**src/csm_pkg.sv**
```systemverilog
package csm_pkg;

    // field widths
    localparam int ACTION_W   = 2;
    localparam int SAMPLE_W   = 24;
    localparam int VSTEP_W    = 16;
    localparam int CAP_W      = 16;
    localparam int CURRENT_W  = 25;
    localparam int SPIKE_W    = 32;
    localparam int PEAK_W     = 24;
    localparam int CFG_IDX_W  = 2;
    localparam int CFG_DATA_W = 16;

    // action codes
    localparam logic [ACTION_W-1:0] ACT_TICK    = 2'd0;
    localparam logic [ACTION_W-1:0] ACT_ADD     = 2'd1;
    localparam logic [ACTION_W-1:0] ACT_EXTRACT = 2'd2;

    // register indexes
    localparam logic [CFG_IDX_W-1:0] CFG_ALPHA_CURRENT = 2'd0;
    localparam logic [CFG_IDX_W-1:0] CFG_ALPHA_SPIKE   = 2'd1;
    localparam logic [CFG_IDX_W-1:0] CFG_PERIOD_US     = 2'd2;

    // register reset values
    localparam logic [CFG_DATA_W-1:0] ALPHA_RESET  = 16'd4096;
    localparam logic [CFG_DATA_W-1:0] PERIOD_RESET = 16'd1000;

endpackage

```
**src/csm_if.sv**
```systemverilog
interface csm_in_if;
    import csm_pkg::*;
    logic                       valid;
    logic                       ready;
    logic [ACTION_W-1:0]        action;
    logic                       sample_valid;
    logic signed [SAMPLE_W-1:0] sample;
    logic signed [VSTEP_W-1:0]  volt_step;
    logic [CAP_W-1:0]           capacitance;

    modport source (output valid, action, sample_valid, sample, volt_step, capacitance,
                    input ready);
    modport sink   (input valid, action, sample_valid, sample, volt_step, capacitance,
                    output ready);
endinterface

interface csm_out_if;
    import csm_pkg::*;
    logic                        valid;
    logic                        ready;
    logic signed [CURRENT_W-1:0] present_current;
    logic signed [CURRENT_W-1:0] smoothed_current;
    logic [SPIKE_W-1:0]          predicted_spike;
    logic [PEAK_W-1:0]           peak_reading;

    modport source (output valid, present_current, smoothed_current, predicted_spike,
                    peak_reading, input ready);
    modport sink   (input valid, present_current, smoothed_current, predicted_spike,
                    peak_reading, output ready);
endinterface

interface csm_cfg_if;
    import csm_pkg::*;
    logic                  valid;
    logic                  ready;
    logic [CFG_IDX_W-1:0]  index;
    logic [CFG_DATA_W-1:0] data;

    modport source (output valid, index, data, input ready);
    modport sink   (input valid, index, data, output ready);
endinterface

```
**src/current_spike_monitor_unit.sv**
```systemverilog
// Path from accepted input word to valid result word: tick runs the current, then the
//   spike filter pass and the max scan; add spike multiplies, divides, saturates and scans;
// extract only scans. Built on the shared 33x17 multiplier (two filter passes), the 32-step
// restoring divider and the one-slot-a-cycle max scan; a new word waits for the result.
// Reset (synchronous, active low) returns config registers, history, filters and peak to
// their reset values; no clearing pass.
module current_spike_monitor_unit #(
    parameter int HISTORY_LEN = 10
) (
    input  logic      i_clk,
    input  logic      i_rst_n,
    csm_in_if.sink    i_in,
    csm_out_if.source o_out,
    csm_cfg_if.sink   i_cfg
);
    import csm_pkg::*;

    localparam int LAST = HISTORY_LEN - 1;
    localparam int TAP  = HISTORY_LEN - 2;
    localparam int CW   = $clog2(HISTORY_LEN);

    localparam logic [1:0] SEL_CUR = 2'd0;
    localparam logic [1:0] SEL_SPK = 2'd1;
    localparam logic [1:0] SEL_ADD = 2'd2;

    typedef enum logic [6:0] {
        S_IDLE = 7'b0000001,
        S_MUL  = 7'b0000010,
        S_ACC  = 7'b0000100,
        S_DIV  = 7'b0001000,
        S_SAT  = 7'b0010000,
        S_SCAN = 7'b0100000,
        S_OUT  = 7'b1000000
    } t_state;

    t_state                      r_state;
    logic [1:0]                  r_sel;
    logic [15:0]                 r_alpha_c;
    logic [15:0]                 r_alpha_s;
    logic [15:0]                 r_period;
    logic [SPIKE_W-1:0]          r_hist [HISTORY_LEN];
    logic signed [CURRENT_W-1:0] r_smoothed_value;
    logic [SPIKE_W-1:0]          r_smoothed_spike;
    logic [PEAK_W-1:0]           r_peak;
    logic signed [CURRENT_W-1:0] r_last_current;
    logic [PEAK_W-1:0]           r_peak_out;
    logic                        r_out_valid;
    logic [4:0]                  r_dcnt;
    logic [CW-1:0]               r_scnt;

    logic signed [49:0]          r_prod;
    logic [31:0]                 r_quo;
    logic [15:0]                 r_rem;
    logic [CAP_W-1:0]            r_cap;
    logic [15:0]                 r_vmag;
    logic [SPIKE_W-1:0]          r_max;

    logic signed [CURRENT_W-1:0] w_sample_ext;
    logic signed [CURRENT_W-1:0] w_cur;
    logic [CURRENT_W-1:0]        w_abs;
    logic [15:0]                 w_vmag;
    logic signed [25:0]          w_diff_c;
    logic signed [32:0]          w_diff_s;
    logic signed [32:0]          w_mul_a;
    logic signed [16:0]          w_mul_b;
    logic signed [49:0]          w_prod;
    logic signed [49:0]          w_rnd;
    logic signed [49:0]          w_step;
    logic signed [CURRENT_W-1:0] w_new_c;
    logic [SPIKE_W-1:0]          w_new_s;
    logic [15:0]                 w_dvs;
    logic [16:0]                 w_rem_sh;
    logic                        w_ge;
    logic [15:0]                 n_rem;
    logic [31:0]                 n_quo;
    logic [32:0]                 n_sum;

    assign w_sample_ext = CURRENT_W'(i_in.sample);
    assign w_cur        = i_in.sample_valid ? -w_sample_ext : '0;
    assign w_abs        = w_cur[CURRENT_W-1] ? CURRENT_W'(-w_cur) : CURRENT_W'(w_cur);
    assign w_vmag       = i_in.volt_step[15] ? 16'(~i_in.volt_step + 16'd1)
                                             : 16'(i_in.volt_step);

    assign w_diff_c = $signed({r_last_current[CURRENT_W-1], r_last_current})
                    - $signed({r_smoothed_value[CURRENT_W-1], r_smoothed_value});
    assign w_diff_s = $signed({1'b0, r_hist[TAP]}) - $signed({1'b0, r_smoothed_spike});

    // shared multiplier operand select
    always_comb begin
        case (r_sel)
            SEL_CUR: begin
                w_mul_a = 33'(w_diff_c);
                w_mul_b = $signed({1'b0, r_alpha_c});
            end
            SEL_SPK: begin
                w_mul_a = w_diff_s;
                w_mul_b = $signed({1'b0, r_alpha_s});
            end
            SEL_ADD: begin
                w_mul_a = $signed({17'b0, r_cap});
                w_mul_b = $signed({1'b0, r_vmag});
            end
            default: begin
                w_mul_a = '0;
                w_mul_b = '0;
            end
        endcase
    end

    assign w_prod = w_mul_a * w_mul_b;

    // round half up, then floor shift
    assign w_rnd   = r_prod + 50'sd32768;
    assign w_step  = w_rnd >>> 16;
    assign w_new_c = r_smoothed_value + $signed(w_step[CURRENT_W-1:0]);
    assign w_new_s = r_smoothed_spike + w_step[SPIKE_W-1:0];

    // restoring divider, one quotient bit a cycle
    assign w_dvs    = (r_period == 16'd0) ? 16'd1 : r_period;
    assign w_rem_sh = {r_rem, r_quo[31]};
    assign w_ge     = w_rem_sh >= {1'b0, w_dvs};
    assign n_rem    = w_ge ? 16'(w_rem_sh - {1'b0, w_dvs}) : w_rem_sh[15:0];
    assign n_quo    = {r_quo[30:0], w_ge};
    assign n_sum    = {1'b0, r_hist[LAST]} + {1'b0, r_quo};

    always_ff @(posedge i_clk) begin
        if (!i_rst_n) begin
            r_state          <= S_IDLE;
            r_sel            <= SEL_CUR;
            r_alpha_c        <= ALPHA_RESET;
            r_alpha_s        <= ALPHA_RESET;
            r_period         <= PERIOD_RESET;
            r_smoothed_value <= '0;
            r_smoothed_spike <= '0;
            r_peak           <= '0;
            r_last_current   <= '0;
            r_peak_out       <= '0;
            r_out_valid      <= 1'b0;
            r_dcnt           <= '0;
            r_scnt           <= '0;
            for (int i = 0; i < HISTORY_LEN; i++) begin
                r_hist[i] <= '0;
            end
        end else begin
            if (i_cfg.valid) begin
                case (i_cfg.index)
                    CFG_ALPHA_CURRENT: r_alpha_c <= i_cfg.data;
                    CFG_ALPHA_SPIKE:   r_alpha_s <= i_cfg.data;
                    CFG_PERIOD_US:     r_period  <= i_cfg.data;
                    default: ;
                endcase
            end

            case (r_state)
                S_IDLE: begin
                    if (i_in.valid) begin
                        r_scnt <= '0;
                        case (i_in.action)
                            ACT_TICK: begin
                                r_peak_out     <= '0;
                                r_last_current <= w_cur;
                                if (w_abs[PEAK_W-1:0] > r_peak) begin
                                    r_peak <= w_abs[PEAK_W-1:0];
                                end
                                r_sel   <= SEL_CUR;
                                r_state <= S_MUL;
                            end
                            ACT_ADD: begin
                                r_peak_out <= '0;
                                r_sel      <= SEL_ADD;
                                r_state    <= S_MUL;
                            end
                            ACT_EXTRACT: begin
                                r_peak_out <= r_peak;
                                r_peak     <= '0;
                                r_state    <= S_SCAN;
                            end
                            default: begin
                                r_peak_out <= '0;
                                r_state    <= S_SCAN;
                            end
                        endcase
                    end
                end
                S_MUL: begin
                    r_state <= S_ACC;
                end
                S_ACC: begin
                    case (r_sel)
                        SEL_CUR: begin
                            r_smoothed_value <= w_new_c;
                            r_sel            <= SEL_SPK;
                            r_state          <= S_MUL;
                        end
                        SEL_SPK: begin
                            r_smoothed_spike <= w_new_s;
                            for (int i = 0; i < LAST; i++) begin
                                r_hist[i] <= r_hist[i+1];
                            end
                            r_hist[LAST] <= '0;
                            r_state      <= S_SCAN;
                        end
                        default: begin
                            r_dcnt  <= '0;
                            r_state <= S_DIV;
                        end
                    endcase
                end
                S_DIV: begin
                    r_dcnt <= r_dcnt + 5'd1;
                    if (r_dcnt == 5'd31) begin
                        r_state <= S_SAT;
                    end
                end
                S_SAT: begin
                    r_hist[LAST] <= n_sum[32] ? '1 : n_sum[31:0];
                    r_state      <= S_SCAN;
                end
                S_SCAN: begin
                    // rotate slots 0..TAP past the tap at slot 0
                    for (int i = 0; i < TAP; i++) begin
                        r_hist[i] <= r_hist[i+1];
                    end
                    r_hist[TAP] <= r_hist[0];
                    r_scnt      <= r_scnt + CW'(1);
                    if (r_scnt == CW'(TAP)) begin
                        r_out_valid <= 1'b1;
                        r_state     <= S_OUT;
                    end
                end
                S_OUT: begin
                    if (o_out.ready) begin
                        r_out_valid <= 1'b0;
                        r_state     <= S_IDLE;
                    end
                end
                default: begin
                    r_state <= S_IDLE;
                end
            endcase
        end
    end

    // datapath registers, no reset
    always_ff @(posedge i_clk) begin
        if (r_state == S_IDLE && i_in.valid) begin
            r_cap  <= i_in.capacitance;
            r_vmag <= w_vmag;
            r_max  <= r_smoothed_spike;
        end
        if (r_state == S_MUL) begin
            r_prod <= w_prod;
        end
        if (r_state == S_ACC) begin
            r_quo <= r_prod[31:0];
            r_rem <= '0;
            r_max <= w_new_s;
        end
        if (r_state == S_DIV) begin
            r_quo <= n_quo;
            r_rem <= n_rem;
        end
        if (r_state == S_SAT) begin
            r_max <= r_smoothed_spike;
        end
        if (r_state == S_SCAN && r_hist[0] > r_max) begin
            r_max <= r_hist[0];
        end
    end

    assign i_in.ready  = (r_state == S_IDLE);
    assign i_cfg.ready = 1'b1;

    assign o_out.valid            = r_out_valid;
    assign o_out.present_current  = r_last_current;
    assign o_out.smoothed_current = r_smoothed_value;
    assign o_out.predicted_spike  = r_max;
    assign o_out.peak_reading     = r_peak_out;

`ifndef SYNTHESIS
    a_ready_no_result: assert property (@(posedge i_clk) disable iff (!i_rst_n)
        i_in.ready |-> !o_out.valid)
        else $error("input ready while a result word is pending");

    a_out_state_valid: assert property (@(posedge i_clk) disable iff (!i_rst_n)
        (r_state == S_OUT) |-> o_out.valid)
        else $error("result state without valid");

    a_sat_after_div: assert property (@(posedge i_clk) disable iff (!i_rst_n)
        (r_state == S_SAT) |-> $past(r_state == S_DIV && r_dcnt == 5'd31))
        else $error("saturating add without a finished divide");

    a_scan_bound: assert property (@(posedge i_clk) disable iff (!i_rst_n)
        (r_state == S_SCAN) |-> (r_scnt <= CW'(TAP)))
        else $error("max scan ran past the last history slot");
`endif

endmodule
```
**src/flat_wrapper.sv**
```systemverilog
// flat-port wrapper written by rule: the top's interface ports become plain ports
module current_spike_monitor_unit_flat import csm_pkg::*;
#(
    parameter int HISTORY_LEN = 10
)
  (i_clk, i_rst_n, i_in_valid, i_in_action, i_in_sample_valid, i_in_sample, i_in_volt_step, i_in_capacitance, i_in_ready, o_out_valid, o_out_present_current, o_out_smoothed_current, o_out_predicted_spike, o_out_peak_reading, o_out_ready, i_cfg_valid, i_cfg_index, i_cfg_data, i_cfg_ready);
  csm_in_if i_in_i ();
  csm_out_if o_out_i ();
  csm_cfg_if i_cfg_i ();
  input  logic i_clk;
  input  logic i_rst_n;
  input wire logic [$bits(i_in_i.valid)-1:0] i_in_valid;
  input wire logic [$bits(i_in_i.action)-1:0] i_in_action;
  input wire logic [$bits(i_in_i.sample_valid)-1:0] i_in_sample_valid;
  input wire logic [$bits(i_in_i.sample)-1:0] i_in_sample;
  input wire logic [$bits(i_in_i.volt_step)-1:0] i_in_volt_step;
  input wire logic [$bits(i_in_i.capacitance)-1:0] i_in_capacitance;
  output wire logic [$bits(i_in_i.ready)-1:0] i_in_ready;
  output wire logic [$bits(o_out_i.valid)-1:0] o_out_valid;
  output wire logic [$bits(o_out_i.present_current)-1:0] o_out_present_current;
  output wire logic [$bits(o_out_i.smoothed_current)-1:0] o_out_smoothed_current;
  output wire logic [$bits(o_out_i.predicted_spike)-1:0] o_out_predicted_spike;
  output wire logic [$bits(o_out_i.peak_reading)-1:0] o_out_peak_reading;
  input wire logic [$bits(o_out_i.ready)-1:0] o_out_ready;
  input wire logic [$bits(i_cfg_i.valid)-1:0] i_cfg_valid;
  input wire logic [$bits(i_cfg_i.index)-1:0] i_cfg_index;
  input wire logic [$bits(i_cfg_i.data)-1:0] i_cfg_data;
  output wire logic [$bits(i_cfg_i.ready)-1:0] i_cfg_ready;
  assign i_in_i.valid = i_in_valid;
  assign i_in_i.action = i_in_action;
  assign i_in_i.sample_valid = i_in_sample_valid;
  assign i_in_i.sample = i_in_sample;
  assign i_in_i.volt_step = i_in_volt_step;
  assign i_in_i.capacitance = i_in_capacitance;
  assign i_in_ready = i_in_i.ready;
  assign o_out_valid = o_out_i.valid;
  assign o_out_present_current = o_out_i.present_current;
  assign o_out_smoothed_current = o_out_i.smoothed_current;
  assign o_out_predicted_spike = o_out_i.predicted_spike;
  assign o_out_peak_reading = o_out_i.peak_reading;
  assign o_out_i.ready = o_out_ready;
  assign i_cfg_i.valid = i_cfg_valid;
  assign i_cfg_i.index = i_cfg_index;
  assign i_cfg_i.data = i_cfg_data;
  assign i_cfg_ready = i_cfg_i.ready;
  current_spike_monitor_unit #(.HISTORY_LEN(HISTORY_LEN)) u_core (.i_clk(i_clk), .i_rst_n(i_rst_n), .i_in(i_in_i), .o_out(o_out_i), .i_cfg(i_cfg_i));
endmodule
```
**config.mk**
```make
export PLATFORM = sky130hd
export DESIGN_NAME = current_spike_monitor_unit_flat
export DESIGN_NICKNAME = d
export VERILOG_FILES = /design/src/csm_pkg.sv /design/src/csm_if.sv /design/src/current_spike_monitor_unit.sv /design/src/flat_wrapper.sv
export SDC_FILE = /design/constraint.sdc
export NUM_CORES = 2
export LEC_CHECK = 0
export BUFFER_PORTS_ARGS = -buffer_cell sky130_fd_sc_hd__buf_2
export CORE_MARGIN = 3
export CORE_UTILIZATION = 30
export DETAILED_ROUTE_END_ITERATION = 10
export SETUP_SLACK_MARGIN = 0.1
export SLEW_MARGIN = 40
export SYNTH_ARGS = -nofsm -noshare
export SYNTH_HDL_FRONTEND = slang
export SYNTH_SLANG_ARGS = --single-unit
```
**constraint.sdc**
```tcl
create_clock -name i_clk -period 13.4 [get_ports i_clk]
set_input_delay 0 -clock i_clk [delete_from_list [all_inputs] [get_ports i_clk]]
set_output_delay 0 -clock i_clk [all_outputs]
set_load 0.005 [all_outputs]
```
==> impl_metrics.csv <==
group,metric,value,unit
worst_setup_path,critical_path_class,"flop to flop",
drt,drc_errors,0,
worst_setup_path,regToRegEndpoint,"u_core.r_prod[46]$_DFFE_PP_",
power_and_ir_drop,leakagePower,26.8,nW
place,port_buffers,189,
worst_setup_path,arrival,10780,ps
drt,drt_first_iter_violations,4109,
clock_network,clk_pin_slew,60,ps
power_and_ir_drop,sw_frac_of_total,36.7,%
drt,route.antenna.remaining_nets,0,
synth,syn_avg_cell_area,9.31,sq um
worst_setup_path,end_kind,"flop",
clock_network,htree_levels,3,
power_and_ir_drop,clkPwrFrac,30.8,%
clock_network,cts_tree,"done",
finish,area_delta_synth_final,13.9,%
global_route,grt_pass1_vias,44300,
timing,fmaxAchievable,0.0967,GHz
finish,mostFrequentLayoutCells,"808 x nand2_1, 765 x inv_1, 500 x nor2_1, 497 x fa_1, 480 x edfxtp_1",
floorplan,core_area,0.183,sq mm
clock_network,clock_sinks,677,
outcome,status,"completed",
drt,drt_first_pass_iters,6,
timing,maxSlewHeadroom,36.2,%
finish,antenna_cells,0,
finish,drive_gt1_share,7.87,%
synth,yosysSeqAreaShare,33.1,%
drt,wl_per_cell,21.7,um
timing,rsz0062_at_grt,"no",
global_route,grt_pass1_wl,283,mm
worst_setup_path,crit_path_end,"u_core.r_prod[46]$_DFFE_PP_",
worst_setup_path,path_common_cell,"fa_1",
timing,finalCritPeriodShare,77.2,%
drt,totalWireLength,189,mm
timing,finalCriticalPeriod,10340,ps
synth,synth_nets,6870,
clock_network,clock_path_buffers,3,
clock_network,cts-root-buf,"clkbuf_16",
finish,final_common_cell,"nand2_1",
power_and_ir_drop,intPower,4.53,mW
timing,setup_violations,0,
synth,synth_edf_count,480,
run,maxCapViolations,0,
worst_setup_path,slowest_stage,"o32ai_2",
timing,tns,0,ps
place,gp_congestion,0.971,
worst_setup_path,cp_max_fo,7,
worst_setup_path,max_stage_delay,750,ps
worst_setup_path,cp.required,13840,ps
clock_network,post_cts_resize_count,0,
synth,ys.flop_type,"edfxtp_1",
timing,finalHoldViolations,0,
floorplan,num_rows,157,
drt,vias,44300,
finish,layout.nets,7089,
floorplan,start_util,30.2,%
place,dp_worst_setup_slack,3260,ps
floorplan,pin_count,191,
floorplan,dieArea,0.190,sq mm
timing,clock_skew,35.4,ps
global_route,grt_max_degree,109,
power_and_ir_drop,p_sw,2.63,mW
timing,tightestPinTransition,953,ps
clock_network,cts_buffers,79,
synth,async_flop_share,0,%
global_route,antenna_found_initial,3,
global_route,gr-total-overflow,0,
worst_setup_path,cp-start-kind,"flop",
drt,avgViaCountPerCell,5.10,
timing,slew_viol_final,0,
synth,syn_inst,5952,
floorplan,die_h,436,um
place,dp.final_hpwl,149,mm
clock_network,clk_latency,700,ps
synth,synth-seq-cells,677,
worst_setup_path,crit_start,"u_core.o_out.smoothed_current[1]$_SDFFE_PN0P_",
timing,setup_slack,3060,ps
synth,ys_types,85,
synth,syn_area,0.0554,sq mm
global_route,grt_usage,19.6,%
worst_hold_path,hold_class,"primary input to flop",
power_and_ir_drop,power_density,113,mW/mm^2
floorplan,die_w,436,um
worst_setup_path,reg2reg_setup_slack,3060,ps
worst_setup_path,reg2reg_depth,32,
synth,synth_warnings,0,
power_and_ir_drop,power_frac_comb,34.8,%
power_and_ir_drop,seq_power_share,34.5,%
power_and_ir_drop,ir_drop,0.0799,mV
worst_setup_path,timing.rr.start,"u_core.o_out.smoothed_current[1]$_SDFFE_PN0P_",
-- worst min path at each step --
| stage | slack (ps) | startpoint | end | cells past startpoint |
|---|---|---|---|---|
| final | 50 | i_in_capacitance[8] | u_core.r_cap[8]$_DFFE_PP_ | 2 |
| after global routing | 30 | i_in_capacitance[8] | u_core.r_cap[8]$_DFFE_PP_ | 2 |
| after CTS | 4 | i_in_sample_valid | u_core.o_out.present_current[13]$_SDFFE_PN0P_ | 5 |
| after detailed placement | 180 | i_in_capacitance[14] | u_core.r_cap[14]$_DFFE_PP_ | 1 |
| after global placement | 180 | i_in_capacitance[3] | u_core.r_cap[3]$_DFFE_PP_ | 1 |
| after floorplan | 100 | o_out_ready | u_core.o_out.valid$_SDFFE_PN0P_ | 1 |
-- layout make-up --
class	count	area, sq um
sequential	677	18400
multi-input combinational	4271	33500
tap	2464	3080
fill	18700	120000
timing repair buffer	375	2670
clock inverter	42	465
inverter	767	2880
clock buffer	104	2160
-- state kept, by name, indices dropped and copies added (netlist names), 5 cells and up --
name                           flops
u_core.r_alpha_c                  16
u_core.o_out.smoothed_current     25
u_core.o_out.present_current      25
u_core.r_alpha_s                  16
u_core.r_rem                      16
u_core.r_period                   16
u_core.r_state                     7
u_core.r_prod                     48
u_core.r_vmag                     16
u_core.r_dcnt                      5
u_core.r_cap                      16
u_core.r_hist                    320
u_core.o_out.peak_reading         24
u_core.r_smoothed_spike           32
u_core.r_peak                     24
u_core.o_out.predicted_spike      32
u_core.r_quo                      32
-- per-stage QoR --
stage	util, %	instance area (sq um)	power [mW]	instances	hold WS, ps
after global placement	32.3	59300	4.93	8445	180
after CTS	34.4	63100	7.20	8699	4.03
after floorplan	-	55400	4.14	5952	95.6
after detailed placement	32.4	59400	4.95	8450	179
after global routing	34.4	63100	7.59	8700	32.9
final	34.4	63100	7.16	8700	51.1
-- metal layers --
| metal | wire length [um] | global-route usage, % | vias up | share of wire [%] |
|---|---|---|---|---|
| li1 | - | - | 20300 | - |
| met1 | 77400 | 24.9 | 21900 | 41 |
| met2 | 87000 | 32.0 | 1778 | 46 |
| met3 | 13600 | 3.55 | 415 | 7.2 |
| met4 | 11200 | 9.76 | 0 | 5.9 |
| met5 | 0 | 0 | - | 0 |
-- power groups by stage --
stage | Sequential [mW] | Combinational, mW | Clock, mW
CTS | 2.47 | 2.48 | 2.25
floorplan | 2.49 | 1.66 | 0
global route | 2.47 | 2.79 | 2.34
finish | 2.47 | 2.49 | 2.20
detailed placement | 2.51 | 2.44 | 0
global placement | 2.51 | 2.42 | 0
-- synth_stat cells, drive strengths merged (12+ instances only) --
| library cell | n | share of area, % |
|---|---|---|
| mux2 | 13 | 0.26 |
| nor2 | 507 | 3.4 |
| o21a | 49 | 0.66 |
| o21ai | 171 | 1.6 |
| nand2 | 809 | 5.5 |
| and2 | 292 | 3.3 |
| nor3 | 66 | 0.61 |
| fa | 497 | 18 |
| a22o | 50 | 0.79 |
| buf | 19 | 0.14 |
| o22ai | 17 | 0.19 |
| o31ai | 23 | 0.31 |
| clkbuf | 218 | 1.5 |
| a21o | 81 | 1.1 |
| or2 | 22 | 0.25 |
| or3 | 31 | 0.35 |
| dfxtp | 197 | 7.1 |
| inv | 767 | 5.2 |
| xnor2 | 184 | 2.9 |
| o21bai | 29 | 0.39 |
| nand4 | 46 | 0.52 |
| a21oi | 374 | 3.4 |
| nand2b | 67 | 0.76 |
| xor2 | 83 | 1.3 |
| a31oi | 67 | 0.76 |
| ha | 339 | 7.7 |
| nand3b | 14 | 0.19 |
| o211ai | 26 | 0.35 |
| nor3b | 12 | 0.18 |
| nand3 | 79 | 0.71 |
| mux2i | 39 | 0.70 |
| nor4 | 19 | 0.21 |
| a211oi | 41 | 0.56 |
| nor2b | 45 | 0.51 |
| edfxtp | 480 | 26 |
| and3 | 43 | 0.49 |
-- worst max-delay path, delay by kind of cell (launching register included) --
kind / cells / cell delay (ps)
AOI/OAI and AO/OA: 15 / 4380
adders and majority gates: 8 / 3950
and+or+nand+nor: 3 / 510
DFF: 1 / 500
xor gates and xnor gates: 1 / 90
muxes: 1 / 380
buffers and inverters: 4 / 250
-- logic make-up (layout without fill, tap and decap cells) --
family                     count (synthesis)  after routing  synth area share (%)
xor gates and xnor gates                 267            267                  4.22
buffers and inverters                   1004           1288                  6.81
adders and majority gates                836            836                  25.6
AOI/OAI and AO/OA                       1038           1038                  11.8
and+or+nand+nor                         2077           2077                  17.4
DFF                                      677            677                  33.1
muxes                                     52             52                 0.969
other                                      1              1               0.00677
-- what timing repair did --
item	in CTS	in global routing
hold buffers	103	0
setup endpoints to repair	0	0
buffers inserted	0	0
hold endpoints to repair	145	0
(Power assumes the default switching activity.)
